### config.mk
export PLATFORM = sky130hd
export DESIGN_NAME = accelerating_key_repeat
export DESIGN_NICKNAME = d
export VERILOG_FILES = /design/src/design/akr_pkg.sv /design/src/design/accelerating_key_repeat.sv /design/src/design/akr_cfg_regs.sv
export SDC_FILE = /design/constraint.sdc
export NUM_CORES = 1
export LEC_CHECK = 0
export ABC_AREA = 1
export BUFFER_PORTS_ARGS = -buffer_cell sky130_fd_sc_hd__clkbuf_2
export CAP_MARGIN = 20
export CORE_UTILIZATION = 65
export DETAILED_ROUTE_END_ITERATION = 10
export PLACE_DENSITY_LB_ADDON = 0.15
export SLEW_MARGIN = 5
export SYNTH_ARGS = -nofsm -noshare
export SYNTH_HDL_FRONTEND = slang
export SYNTH_HIERARCHICAL = 1
export SYNTH_SLANG_ARGS = --single-unit
export TNS_END_PERCENT = 1
### constraint.sdc
create_clock -name clk -period 9.3 [get_ports clk]
set_input_delay 0.93 -clock clk [delete_from_list [all_inputs] [get_ports clk]]
set_output_delay 0.93 -clock clk [all_outputs]
set_load 0.05 [all_outputs]
### src/design/akr_pkg.sv
// ----------------------------------------------------------------------------
// akr_pkg
// Shared types, register map and helpers for the accelerating key repeat.
// ----------------------------------------------------------------------------
package akr_pkg;

  localparam int unsigned CodeW  = 16;
  localparam int unsigned TimeW  = 32;
  localparam int unsigned ActW   = 2;
  localparam int unsigned RegW   = 16;
  localparam int unsigned IdxW   = 3;

  typedef enum logic [IdxW-1:0] {
    REG_PAD_MOVE_DELAY   = 3'd0,
    REG_REM_NAV_DELAY    = 3'd1,
    REG_REM_OTHER_DELAY  = 3'd2,
    REG_INIT_REP_DELAY   = 3'd3,
    REG_REPEAT_MARGIN    = 3'd4,
    REG_REM_NAV_LOW      = 3'd5,
    REG_REM_NAV_HIGH     = 3'd6
  } akr_reg_idx_t;

  typedef enum logic [ActW-1:0] {
    ACT_PAD    = 2'd0,
    ACT_REMOTE = 2'd1,
    ACT_STICK  = 2'd2
  } akr_action_t;

  localparam logic [RegW-1:0] PadMoveDelayRst   = 16'd50;
  localparam logic [RegW-1:0] RemNavDelayRst    = 16'd100;
  localparam logic [RegW-1:0] RemOtherDelayRst  = 16'd200;
  localparam logic [RegW-1:0] InitRepDelayRst   = 16'd300;
  localparam logic [RegW-1:0] RepeatMarginRst   = 16'd50;
  localparam logic [RegW-1:0] RemNavLowRst      = 16'd0;
  localparam logic [RegW-1:0] RemNavHighRst     = 16'd0;
  localparam logic [RegW-1:0] MoveDelayRst      = 16'd50;

  typedef struct packed {
    logic [RegW-1:0] pad_move_delay;
    logic [RegW-1:0] remote_nav_move_delay;
    logic [RegW-1:0] remote_other_move_delay;
    logic [RegW-1:0] initial_repeat_delay;
    logic [RegW-1:0] repeat_margin;
    logic [RegW-1:0] remote_nav_low;
    logic [RegW-1:0] remote_nav_high;
  } akr_cfg_t;

  // floor(2*d/3) by reciprocal multiply: 2d < 2^17, M = ceil(2^18/3)
  function automatic logic [RegW-1:0] shrink_delay(input logic [RegW-1:0] d);
    logic [RegW:0]     x;
    logic [2*RegW+2:0] prod;
    x    = {d, 1'b0};
    prod = {{(RegW+2){1'b0}}, x} * {{(RegW+1){1'b0}}, 18'd87382};
    return prod[18 +: RegW];
  endfunction

endpackage

### src/design/accelerating_key_repeat.sv
// ----------------------------------------------------------------------------
// accelerating_key_repeat
// Typematic key repeat filter with accelerating repeat rate.
// ----------------------------------------------------------------------------
// Usage:
//   Input channel (in_valid/in_stall): one word per poll carrying the source
//   (in_action), the code (in_dir_code) and the tick count (in_now_ticks).
//   Output channel (out_valid/out_stall): one word per poll, out_code, the
//   passed code or 0 when suppressed, in poll order.
//   Config channel (cfg_valid/cfg_ready): register index and 16-bit data;
//   always ready, write only while no poll is in flight.
//   Latency: a poll's result is registered and shows in the cycle after the
//   poll is accepted. Throughput: one poll per cycle while the output is not
//   stalled, set by the single decision stage updating the hold state.
//   Stall: a full result register holds while out_stall is high; in_stall is
//   raised only while that register is full and stalled.
//   Reset: rst_n (synchronous, active low) restores register defaults,
//   clears the hold state and sets the move delay to 50 ticks.
// ----------------------------------------------------------------------------
module accelerating_key_repeat (
  input  logic                        clk,
  input  logic                        rst_n,
  input  logic                        in_valid,
  output logic                        in_stall,
  input  logic [akr_pkg::ActW-1:0]    in_action,
  input  logic [akr_pkg::CodeW-1:0]   in_dir_code,
  input  logic [akr_pkg::TimeW-1:0]   in_now_ticks,
  output logic                        out_valid,
  input  logic                        out_stall,
  output logic [akr_pkg::CodeW-1:0]   out_code,
  input  logic                        cfg_valid,
  output logic                        cfg_ready,
  input  logic [akr_pkg::IdxW-1:0]    cfg_index,
  input  logic [akr_pkg::RegW-1:0]    cfg_data
);
  import akr_pkg::*;

  akr_cfg_t cfg;

  akr_cfg_regs u_cfg (
    .clk       (clk),
    .rst_n     (rst_n),
    .cfg_valid (cfg_valid),
    .cfg_ready (cfg_ready),
    .cfg_index (cfg_index),
    .cfg_data  (cfg_data),
    .cfg_o     (cfg)
  );

  logic [CodeW-1:0] held_code_r,   held_code_nxt;
  logic [TimeW-1:0] last_seen_r,   last_seen_nxt;
  logic             repeating_r,   repeating_nxt;
  logic [RegW-1:0]  rep_delay_r,   rep_delay_nxt;
  logic [TimeW-1:0] last_rep_r,    last_rep_nxt;
  logic [RegW-1:0]  move_delay_r,  move_delay_nxt;
  logic             out_valid_r,   out_valid_nxt;
  logic [CodeW-1:0] out_code_r,    out_code_nxt;

  logic             in_acc;
  logic             is_nav;
  logic [TimeW-1:0] move_limit;
  logic [TimeW-1:0] rep_limit;
  logic [CodeW-1:0] result;

  assign in_stall  = out_valid_r & out_stall;
  assign in_acc    = in_valid & ~in_stall;
  assign out_valid = out_valid_r;
  assign out_code  = out_code_r;

  assign is_nav     = (in_dir_code >= cfg.remote_nav_low) &&
                      (in_dir_code <= cfg.remote_nav_high);
  assign move_limit = last_seen_r + {{(TimeW-RegW){1'b0}}, move_delay_nxt};
  assign rep_limit  = last_rep_r + {{(TimeW-RegW){1'b0}}, rep_delay_r}
                      + {{(TimeW-RegW){1'b0}}, cfg.repeat_margin};

  always_comb begin
    case (in_action)
      ACT_PAD:    move_delay_nxt = cfg.pad_move_delay;
      ACT_REMOTE: move_delay_nxt = is_nav ? cfg.remote_nav_move_delay
                                          : cfg.remote_other_move_delay;
      default:    move_delay_nxt = move_delay_r;
    endcase
  end

  always_comb begin
    held_code_nxt  = held_code_r;
    last_seen_nxt  = last_seen_r;
    repeating_nxt  = repeating_r;
    rep_delay_nxt  = rep_delay_r;
    last_rep_nxt   = last_rep_r;
    result         = '0;

    if (in_dir_code != '0) begin
      last_seen_nxt = in_now_ticks;
      if ((in_now_ticks > move_limit) || (in_dir_code != held_code_r)) begin
        result        = in_dir_code;
        held_code_nxt = in_dir_code;
        repeating_nxt = 1'b0;
      end else if (repeating_r) begin
        if (in_now_ticks > rep_limit) begin
          rep_delay_nxt = shrink_delay(rep_delay_r);
          last_rep_nxt  = in_now_ticks;
          result        = in_dir_code;
        end
      end else begin
        repeating_nxt = 1'b1;
        rep_delay_nxt = cfg.initial_repeat_delay;
        last_rep_nxt  = in_now_ticks;
      end
    end

    if (in_acc) begin
      out_valid_nxt = 1'b1;
      out_code_nxt  = result;
    end else begin
      out_valid_nxt = out_valid_r & out_stall;
      out_code_nxt  = out_code_r;
    end
  end

  always_ff @(posedge clk) begin
    if (!rst_n) begin
      held_code_r  <= '0;
      last_seen_r  <= '0;
      repeating_r  <= 1'b0;
      rep_delay_r  <= '0;
      last_rep_r   <= '0;
      move_delay_r <= MoveDelayRst;
      out_valid_r  <= 1'b0;
    end else begin
      out_valid_r <= out_valid_nxt;
      if (in_acc) begin
        held_code_r  <= held_code_nxt;
        last_seen_r  <= last_seen_nxt;
        repeating_r  <= repeating_nxt;
        rep_delay_r  <= rep_delay_nxt;
        last_rep_r   <= last_rep_nxt;
        move_delay_r <= move_delay_nxt;
      end
    end
  end

  always_ff @(posedge clk) begin
    out_code_r <= out_code_nxt;
  end

  a_acc_gives_word: assert property (@(posedge clk) disable iff (!rst_n)
    in_acc |=> out_valid_r)
    else $error("accepted poll produced no result word");

  a_zero_code: assert property (@(posedge clk) disable iff (!rst_n)
    (in_acc && in_dir_code == '0) |=> out_code_r == '0)
    else $error("zero code was not suppressed");

  a_pass_same_code: assert property (@(posedge clk) disable iff (!rst_n)
    in_acc |=> (out_code_r == '0 || out_code_r == $past(in_dir_code)))
    else $error("result word is neither zero nor the polled code");

  a_repeat_held: assert property (@(posedge clk) disable iff (!rst_n)
    repeating_r |-> held_code_r != '0)
    else $error("repeat mode with no held code");

endmodule

### src/design/akr_cfg_regs.sv
// ----------------------------------------------------------------------------
// akr_cfg_regs
// Configuration register file; always ready, indexes beyond the map ignored.
// ----------------------------------------------------------------------------
module akr_cfg_regs (
  input  logic                        clk,
  input  logic                        rst_n,
  input  logic                        cfg_valid,
  output logic                        cfg_ready,
  input  logic [akr_pkg::IdxW-1:0]    cfg_index,
  input  logic [akr_pkg::RegW-1:0]    cfg_data,
  output akr_pkg::akr_cfg_t           cfg_o
);
  import akr_pkg::*;

  akr_cfg_t cfg_r;
  akr_cfg_t cfg_nxt;

  assign cfg_ready = 1'b1;
  assign cfg_o     = cfg_r;

  always_comb begin
    cfg_nxt = cfg_r;
    if (cfg_valid) begin
      case (cfg_index)
        REG_PAD_MOVE_DELAY:  cfg_nxt.pad_move_delay          = cfg_data;
        REG_REM_NAV_DELAY:   cfg_nxt.remote_nav_move_delay   = cfg_data;
        REG_REM_OTHER_DELAY: cfg_nxt.remote_other_move_delay = cfg_data;
        REG_INIT_REP_DELAY:  cfg_nxt.initial_repeat_delay    = cfg_data;
        REG_REPEAT_MARGIN:   cfg_nxt.repeat_margin           = cfg_data;
        REG_REM_NAV_LOW:     cfg_nxt.remote_nav_low          = cfg_data;
        REG_REM_NAV_HIGH:    cfg_nxt.remote_nav_high         = cfg_data;
        default:             cfg_nxt = cfg_r;
      endcase
    end
  end

  always_ff @(posedge clk) begin
    if (!rst_n) begin
      cfg_r.pad_move_delay          <= PadMoveDelayRst;
      cfg_r.remote_nav_move_delay   <= RemNavDelayRst;
      cfg_r.remote_other_move_delay <= RemOtherDelayRst;
      cfg_r.initial_repeat_delay    <= InitRepDelayRst;
      cfg_r.repeat_margin           <= RepeatMarginRst;
      cfg_r.remote_nav_low          <= RemNavLowRst;
      cfg_r.remote_nav_high         <= RemNavHighRst;
    end else begin
      cfg_r <= cfg_nxt;
    end
  end

endmodule
After elaboration in Yosys (flattened, before gate mapping)

Index checks and enable logic that the tools add are counted.

Add/subtract/negate cells: 3
Multiply operators: 1
Divide/modulo/power cells: 0
Magnitude comparators: 4
Equality and inequality tests: 9
Shift-type cells: 0
Mux-type cells: 11
Bitwise operators: 4
Reductions and logical operators: 15

Operators with widths:

| operator                                                              | count |
|---|---|
| 32-bit by 16-bit adder with 32-bit output                             | 3 |
| 16-bit 2-to-1 mux                                                     | 6 |
| 32-bit greater-than comparator                                        | 2 |
| 32-bit 2-to-1 mux                                                     | 2 |
| 16-bit by 16-bit multiplier with 32-bit output, second input constant | 1 |
| 16-bit one-hot mux with 2 select lines                                | 1 |
| 16-bit >= comparator                                                  | 1 |
| 16-bit less-or-equal comparator                                       | 1 |
| 16-bit != test                                                        | 1 |
| 2-bit AND reduction                                                   | 8 |
| 16-bit nonzero test                                                   | 1 |
| 3-bit == test, second input constant                                  | 3 |
| 3-bit by 2-bit == test with 1-bit output, second input constant       | 2 |
| 4-bit AND reduction                                                   | 1 |
| 3-bit by 1-bit == test with 1-bit output, second input constant       | 1 |
| 3-bit zero test                                                       | 1 |
| 3-bit AND reduction                                                   | 1 |
| 1-bit AND                                                             | 2 |
| 2-bit by 1-bit == test with 1-bit output, second input constant       | 1 |
| 2-bit zero test                                                       | 1 |
| 1-bit 2-to-1 mux                                                      | 2 |
| 2-bit by 1-bit != test with 1-bit output, second input constant       | 1 |
| 1-bit inverter                                                        | 2 |
| 1-bit logical AND                                                     | 1 |
| 1-bit logical OR                                                      | 1 |

Bits in registers: 242
Bits in latches: 0
Bits in writable memories: 0
ROM bits: 0
Word-level logic and storage cells: 62
Memories kept: 0

Depth between registers and ports, before layout

Word-level depth: 9
Mapped depth: 43
Gate-level depth less buffers: 41

Hierarchy

Netlist, hierarchy kept.

By module, submodules not included:

| module                  | instances | cells each | area an instance (sq um) | seq. area each (sq um) |
|---|---|---|---|---|
| accelerating_key_repeat | 1         | 2186       | 15617.5                  | 2762.6 |
| akr_cfg_regs            | 1         | 627        | 4510.6                   | 2242.2 |

Worst setup path after synthesis

No wires, ideal clock.

Kind: input -> register
Start point: input port in_dir_code[7] (netlist name)
End point: register out_code_r[10], in the netlist out_code[10], data pin
Library setup time: 0.256 ns
Arrival: 5.547 ns
Data required time: 9.044 ns
Setup slack: 3.497 ns
Stages: 35
Buffers on the path: 2
Cells stage by stage: ha_1 > a21oi_1 > o21a_1 > nand2_1 > nand2_1 > nand3_1 > nand2_1 > buf_2 > nand2_1 > nand3_1 > nand2_1 > inv_1 > ha_1 > inv_1 > fa_1 > nand3b_1 > nand2_1 > a21oi_1 > o21ai_1 > nand2_1 > nand2_1 > nand3_1 > nor3_1 > xor2_1 > ha_1 > nand2_1 > nor2_1 > nand2_1 > nor2_1 > nand4_1 > nand2_1 > nand3_1 > a31oi_2 > buf_2 > nor2_1

Longest elaborated chain between the ends: 8
Elaborated cells on any way between the ends: 11
Those cells by class: add/sub (1); order compare (3); eq/ne (1); mux (3); reduce/logical (3)

RTL lines:

| element                                                                        | RTL line                                                     | source |
|---|---|---|
| from (decl)                                                                    | accelerating_key_repeat.sv:26                                | `input logic [akr_pkg::CodeW-1:0] in_dir_code,` |
| 16-bit >= comparator / 16-bit less-or-equal comparator (equally long branches) | accelerating_key_repeat.sv:70, accelerating_key_repeat.sv:71 |  |
| 1-bit logical AND (*)                                                          | accelerating_key_repeat.sv:70                                | `assign is_nav = (in_dir_code >= cfg.remote_nav_low) &&` |
| 16-bit 2-to-1 mux (*)                                                          | accelerating_key_repeat.sv:79                                | `ACT_REMOTE: move_delay_nxt = is_nav ? cfg.remote_nav_move_delay` |
| 16-bit one-hot mux with 2 select lines (*)                                     | accelerating_key_repeat.sv:77                                | `case (in_action)` |
| net move_delay_nxt[0]                                                          | accelerating_key_repeat.sv:55                                | `logic [RegW-1:0] move_delay_r, move_delay_nxt;` |
| 32-bit by 16-bit adder with 32-bit output (*)                                  | accelerating_key_repeat.sv:72                                | `assign move_limit = last_seen_r + {{(TimeW-RegW){1'b0}}, move_delay_nxt};` |
| 32-bit greater-than comparator (*)                                             | accelerating_key_repeat.sv:95                                | `if ((in_now_ticks > move_limit) \|\| (in_dir_code != held_code_r)) begin` |
| 1-bit logical OR (*)                                                           | accelerating_key_repeat.sv:95                                |  |
| 16-bit 2-to-1 mux (*)                                                          | accelerating_key_repeat.sv:95                                |  |
| to (signal assigned)                                                           | accelerating_key_repeat.sv:144                               | `out_code_r <= out_code_nxt;` |
| to (decl)                                                                      | accelerating_key_repeat.sv:57                                | `logic [CodeW-1:0] out_code_r, out_code_nxt;` |

Mark *: on every way through the listed nets, which the timed path passes. The rest lies on a longest branch.
A chain may end at the register's enable or synchronous reset.

Worst setup path in the final report

Start point: input port in_dir_code[7] (netlist name)
End point: register rep_delay_r[0]

Longest elaborated chain between the ends: 9
Elaborated cells on any way between the ends: 12
Those cells by class: add/sub (1); order compare (3); eq/ne (1); mux (2); bitwise (1); reduce/logical (4)

RTL lines:

| element                                                                        | RTL line                                                     | source |
|---|---|---|
| 16-bit >= comparator / 16-bit less-or-equal comparator (equally long branches) | accelerating_key_repeat.sv:70, accelerating_key_repeat.sv:71 |  |
| 1-bit logical AND (*)                                                          | accelerating_key_repeat.sv:70                                |  |
| 16-bit 2-to-1 mux (*)                                                          | accelerating_key_repeat.sv:79                                |  |
| 16-bit one-hot mux with 2 select lines (*)                                     | accelerating_key_repeat.sv:77                                |  |
| net move_delay_nxt[1]                                                          | accelerating_key_repeat.sv:55                                |  |
| 32-bit by 16-bit adder with 32-bit output (*)                                  | accelerating_key_repeat.sv:72                                |  |
| 32-bit greater-than comparator (*)                                             | accelerating_key_repeat.sv:95                                |  |
| 1-bit logical OR (*)                                                           | accelerating_key_repeat.sv:95                                |  |
| 1-bit inverter (no line) (*)                                                   | -                                                            |  |
| 4-bit AND reduction (no line) (*)                                              | -                                                            |  |
| to (signal assigned)                                                           | accelerating_key_repeat.sv:136                               | `rep_delay_r <= rep_delay_nxt;` |
| to (decl)                                                                      | accelerating_key_repeat.sv:53                                | `logic [RegW-1:0] rep_delay_r, rep_delay_nxt;` |

Marks and branches as above.

==> impl_metrics.toml <==
[critical_path]
cp-start-kind = "input pin"
crit_arrival_ps = 8270
crit_top_cell = "nand2_1"
cp.required_ps = 9730
crit_path_max_incr_delay_ps = 890
path_class = "input pin to flop"
critPathCaptureType = "flop"
cp_max_fo = 34
slowest_stage = "nand3_1"

[clocking]
h-tree-depth = 1
cts.sinks = 242
clk_latency_ps = 550
post_cts_buffers = 0
clockBufferDepth = 3
clkTransAtPathRegs_ps = 60
cts_tree = "yes"
numCtsBuffers = 29
clock-root-buffer = "clkbuf_16"
cts-hold-fix-buffers = 0
cts-resized-gates = 0

[timing]
period_share_pct = 84.3
final_max_slew_viol_count = 0
fin_skew_ps = 15.7
setup_viol = 0
fin_tns_setup_ps = 0
max_slew_margin_pct = 38.3
tightest_slew_ps = 923
finalHoldViolCount = 0
max_freq_mhz = 128
fin_crit_ps = 7840
rsz0062_at_grt = "false"
setup_ws_ps = 1460

[synth]
ys_ff_latch = 242
synth.cell_area_mm2 = 0.0201
synthMuxAreaShare_pct = 0
yosys.area_share.simple_pct = 29.1
yosys.area_share.adder_pct = 25.7
yosys_warnings = 6
synth_xor_area_share_pct = 2.87
yosysSeqAreaShare_pct = 24.9
synth_edf_count = 16
syn_avg_cell_area_um2 = 7.16
netlist_instances = 2813
synth_top_family_by_area = "simple AND/OR/NAND/NOR gates"
synth-compound-area-share_pct = 8.16
synth_cell_types = 49
synthArstFlopShare_pct = 0
syn-num-nets = 3241
synth_ff_type = "dfxtp_1"

[global_routing]
top_usage_layer = "met2"
overflow = 0
use_met2_pct = 61.7
grt.met1_usage_pct = 49.0
met3_usage_pct = 8.46
grt_pass1_wl_um = 93100
antenna_found_initial = 0
gr-usage-all-layers_pct = 38.1
grt_max_degree = 115
grt_pass1_vias = 17646

[routing]
vias = 18987
vias_per_cell = 5.79
drc = 0
wl_per_cell_um = 18.5
ant_nets = 0
initialDrtViolationCount = 1802
dr.pass1.iters = 6
wirelength_um = 60700

[place]
placedCellCount = 3225
pre_cts_slack_ps = 1080
io_buffers = 91
dp_hpwl_um = 48400
globalplace.congestion = 1.02
placed_cell_area_mm2 = 0.0207

[pwr]
p_per_area_mw_per_mm2 = 128
vdd_ir_drop_max_mv = 0.171
p_leak_nw = 11.0

[floorplan]
fp.coreArea_mm2 = 0.0305
io_pins = 93
die_w_um = 178
die_h_um = 178
initial_core_util_pct = 66.0
rows = 64
dieArea_mm2 = 0.0317

[job]
drv_cap = 0

[layout]
layout.cells.non_filler = 3279
fin_area_mm2 = 0.0218
fin_util_pct = 71.3
syn_to_final_growth_pct = 8.11
layout_common_cells = "nand2_1 (577), nor2_1 (480), inv_1 (363)"
drive_gt1_share_pct = 6.07
fin_nets = 3291
fillCellCount = 2623
layout.cells.most_common = "nand2_1"

[worst_hold_path]
hp-class = "flop to flop"

[run_status]
outcome = "finished, final reports clean"
-- synth_stat cells (4+ instances only) --
| cell type | count | area, µm² |
|---|---|---|
| edfxtp_1 | 16 | 480 |
| a31oi_1 | 9 | 56.3 |
| o21a_1 | 8 | 60.1 |
| buf_6 | 13 | 146 |
| buf_2 | 22 | 110 |
| dfxtp_1 | 226 | 4520 |
| inv_1 | 363 | 1360 |
| fa_1 | 100 | 2000 |
| xor2_1 | 40 | 350 |
| nand3_1 | 232 | 1160 |
| a21boi_0 | 4 | 30.0 |
| nand2_1 | 577 | 2170 |
| a211oi_1 | 15 | 113 |
| inv_2 | 5 | 18.8 |
| nand4_1 | 29 | 181 |
| o21ai_0 | 82 | 410 |
| buf_1 | 12 | 45.0 |
| buf_4 | 5 | 37.5 |
| o21bai_1 | 8 | 60.1 |
| nor3_1 | 37 | 185 |
| nor4_1 | 10 | 62.6 |
| nor2_4 | 8 | 90.1 |
| a21oi_1 | 138 | 691 |
| nor2_1 | 483 | 1810 |
| a21o_1 | 9 | 67.6 |
| xnor2_1 | 26 | 228 |
| ha_1 | 254 | 3180 |
| nand3b_1 | 13 | 97.6 |
| clkbuf_1 | 31 | 116 |
| o22ai_1 | 14 | 87.6 |
-- cell families (layout without fill, tap and decap cells) --
logic type,count (synthesis),count (layout)
buf+inv,454,523
flops,242,242
fa+ha+maj,354,354
xor+xnor,66,66
other cells,1,2
simple gates,1402,1402
compound gates,294,294
-- final timing paths --
kind | start | cells after the start | end | slack [ps]
max | in_dir_code[7] | 33 | rep_delay_r[0] | 1460
min | u_cfg/cfg_o[50] | 2 | u_cfg/cfg_o[50] | 460
max reg2reg | u_cfg/cfg_o[15] | 31 | rep_delay_r[0] | 1610
min reg2reg | u_cfg/cfg_o[50] | 2 | u_cfg/cfg_o[50] | 460
-- registers in the layout, summed over array words and instances, names as in the netlist --
| signal | cells |
|---|---|
| u_cfg/cfg_o | 112 |
| last_rep_r | 32 |
| last_seen_r | 32 |
| held_code_r | 16 |
| move_delay_r | 16 |
| out_code | 16 |
| rep_delay_r | 16 |
| out_valid | 1 |
| repeating_r | 1 |
-- metal layers --
| layer | up-vias | wire length, µm | share of wire (%) |
|---|---|---|---|
| met5 | - | 0 | 0 |
| met4 | 0 | 2480 | 4.1 |
| met3 | 156 | 5300 | 8.7 |
| met2 | 823 | 27700 | 46 |
| met1 | 8850 | 25200 | 42 |
| li1 | 9158 | - | - |
-- layout make-up --
| type | instances | area (µm²) | share of cell area [%] |
|---|---|---|---|
| multi-input combinational | 2117 | 13300 | 61.0 |
| sequential | 242 | 5000 | 23.0 |
| inverter | 371 | 1400 | 6.42 |
| clock buffer | 36 | 792 | 3.64 |
| timing repair buffer | 102 | 601 | 2.76 |
| tap | 396 | 495 | 2.28 |
| clock inverter | 14 | 185 | 0.851 |
| antenna | 1 | 2.50 | 0.0115 |
-- metrics by stage --
stage	hold slack [ps]	total power [mW]
CTS	458	2.77
floorplan	429	1.47
detailed placement	444	1.62
global route	494	2.88
global placement	442	1.60
finish	461	2.78
-- power breakdown --
group          internal (mW)  switching, mW
Clock                  0.711          0.459
Sequential              1.09         0.0292
Combinational          0.164          0.323
-- worst max-delay path, delay by kind of cell --
family | cells | cell delay (ps)
buf+inv | 3 | 380
compound gates | 7 | 2120
fa+ha+maj | 3 | 910
simple gates | 20 | 3890
Power figures use the tool's default switching activity.
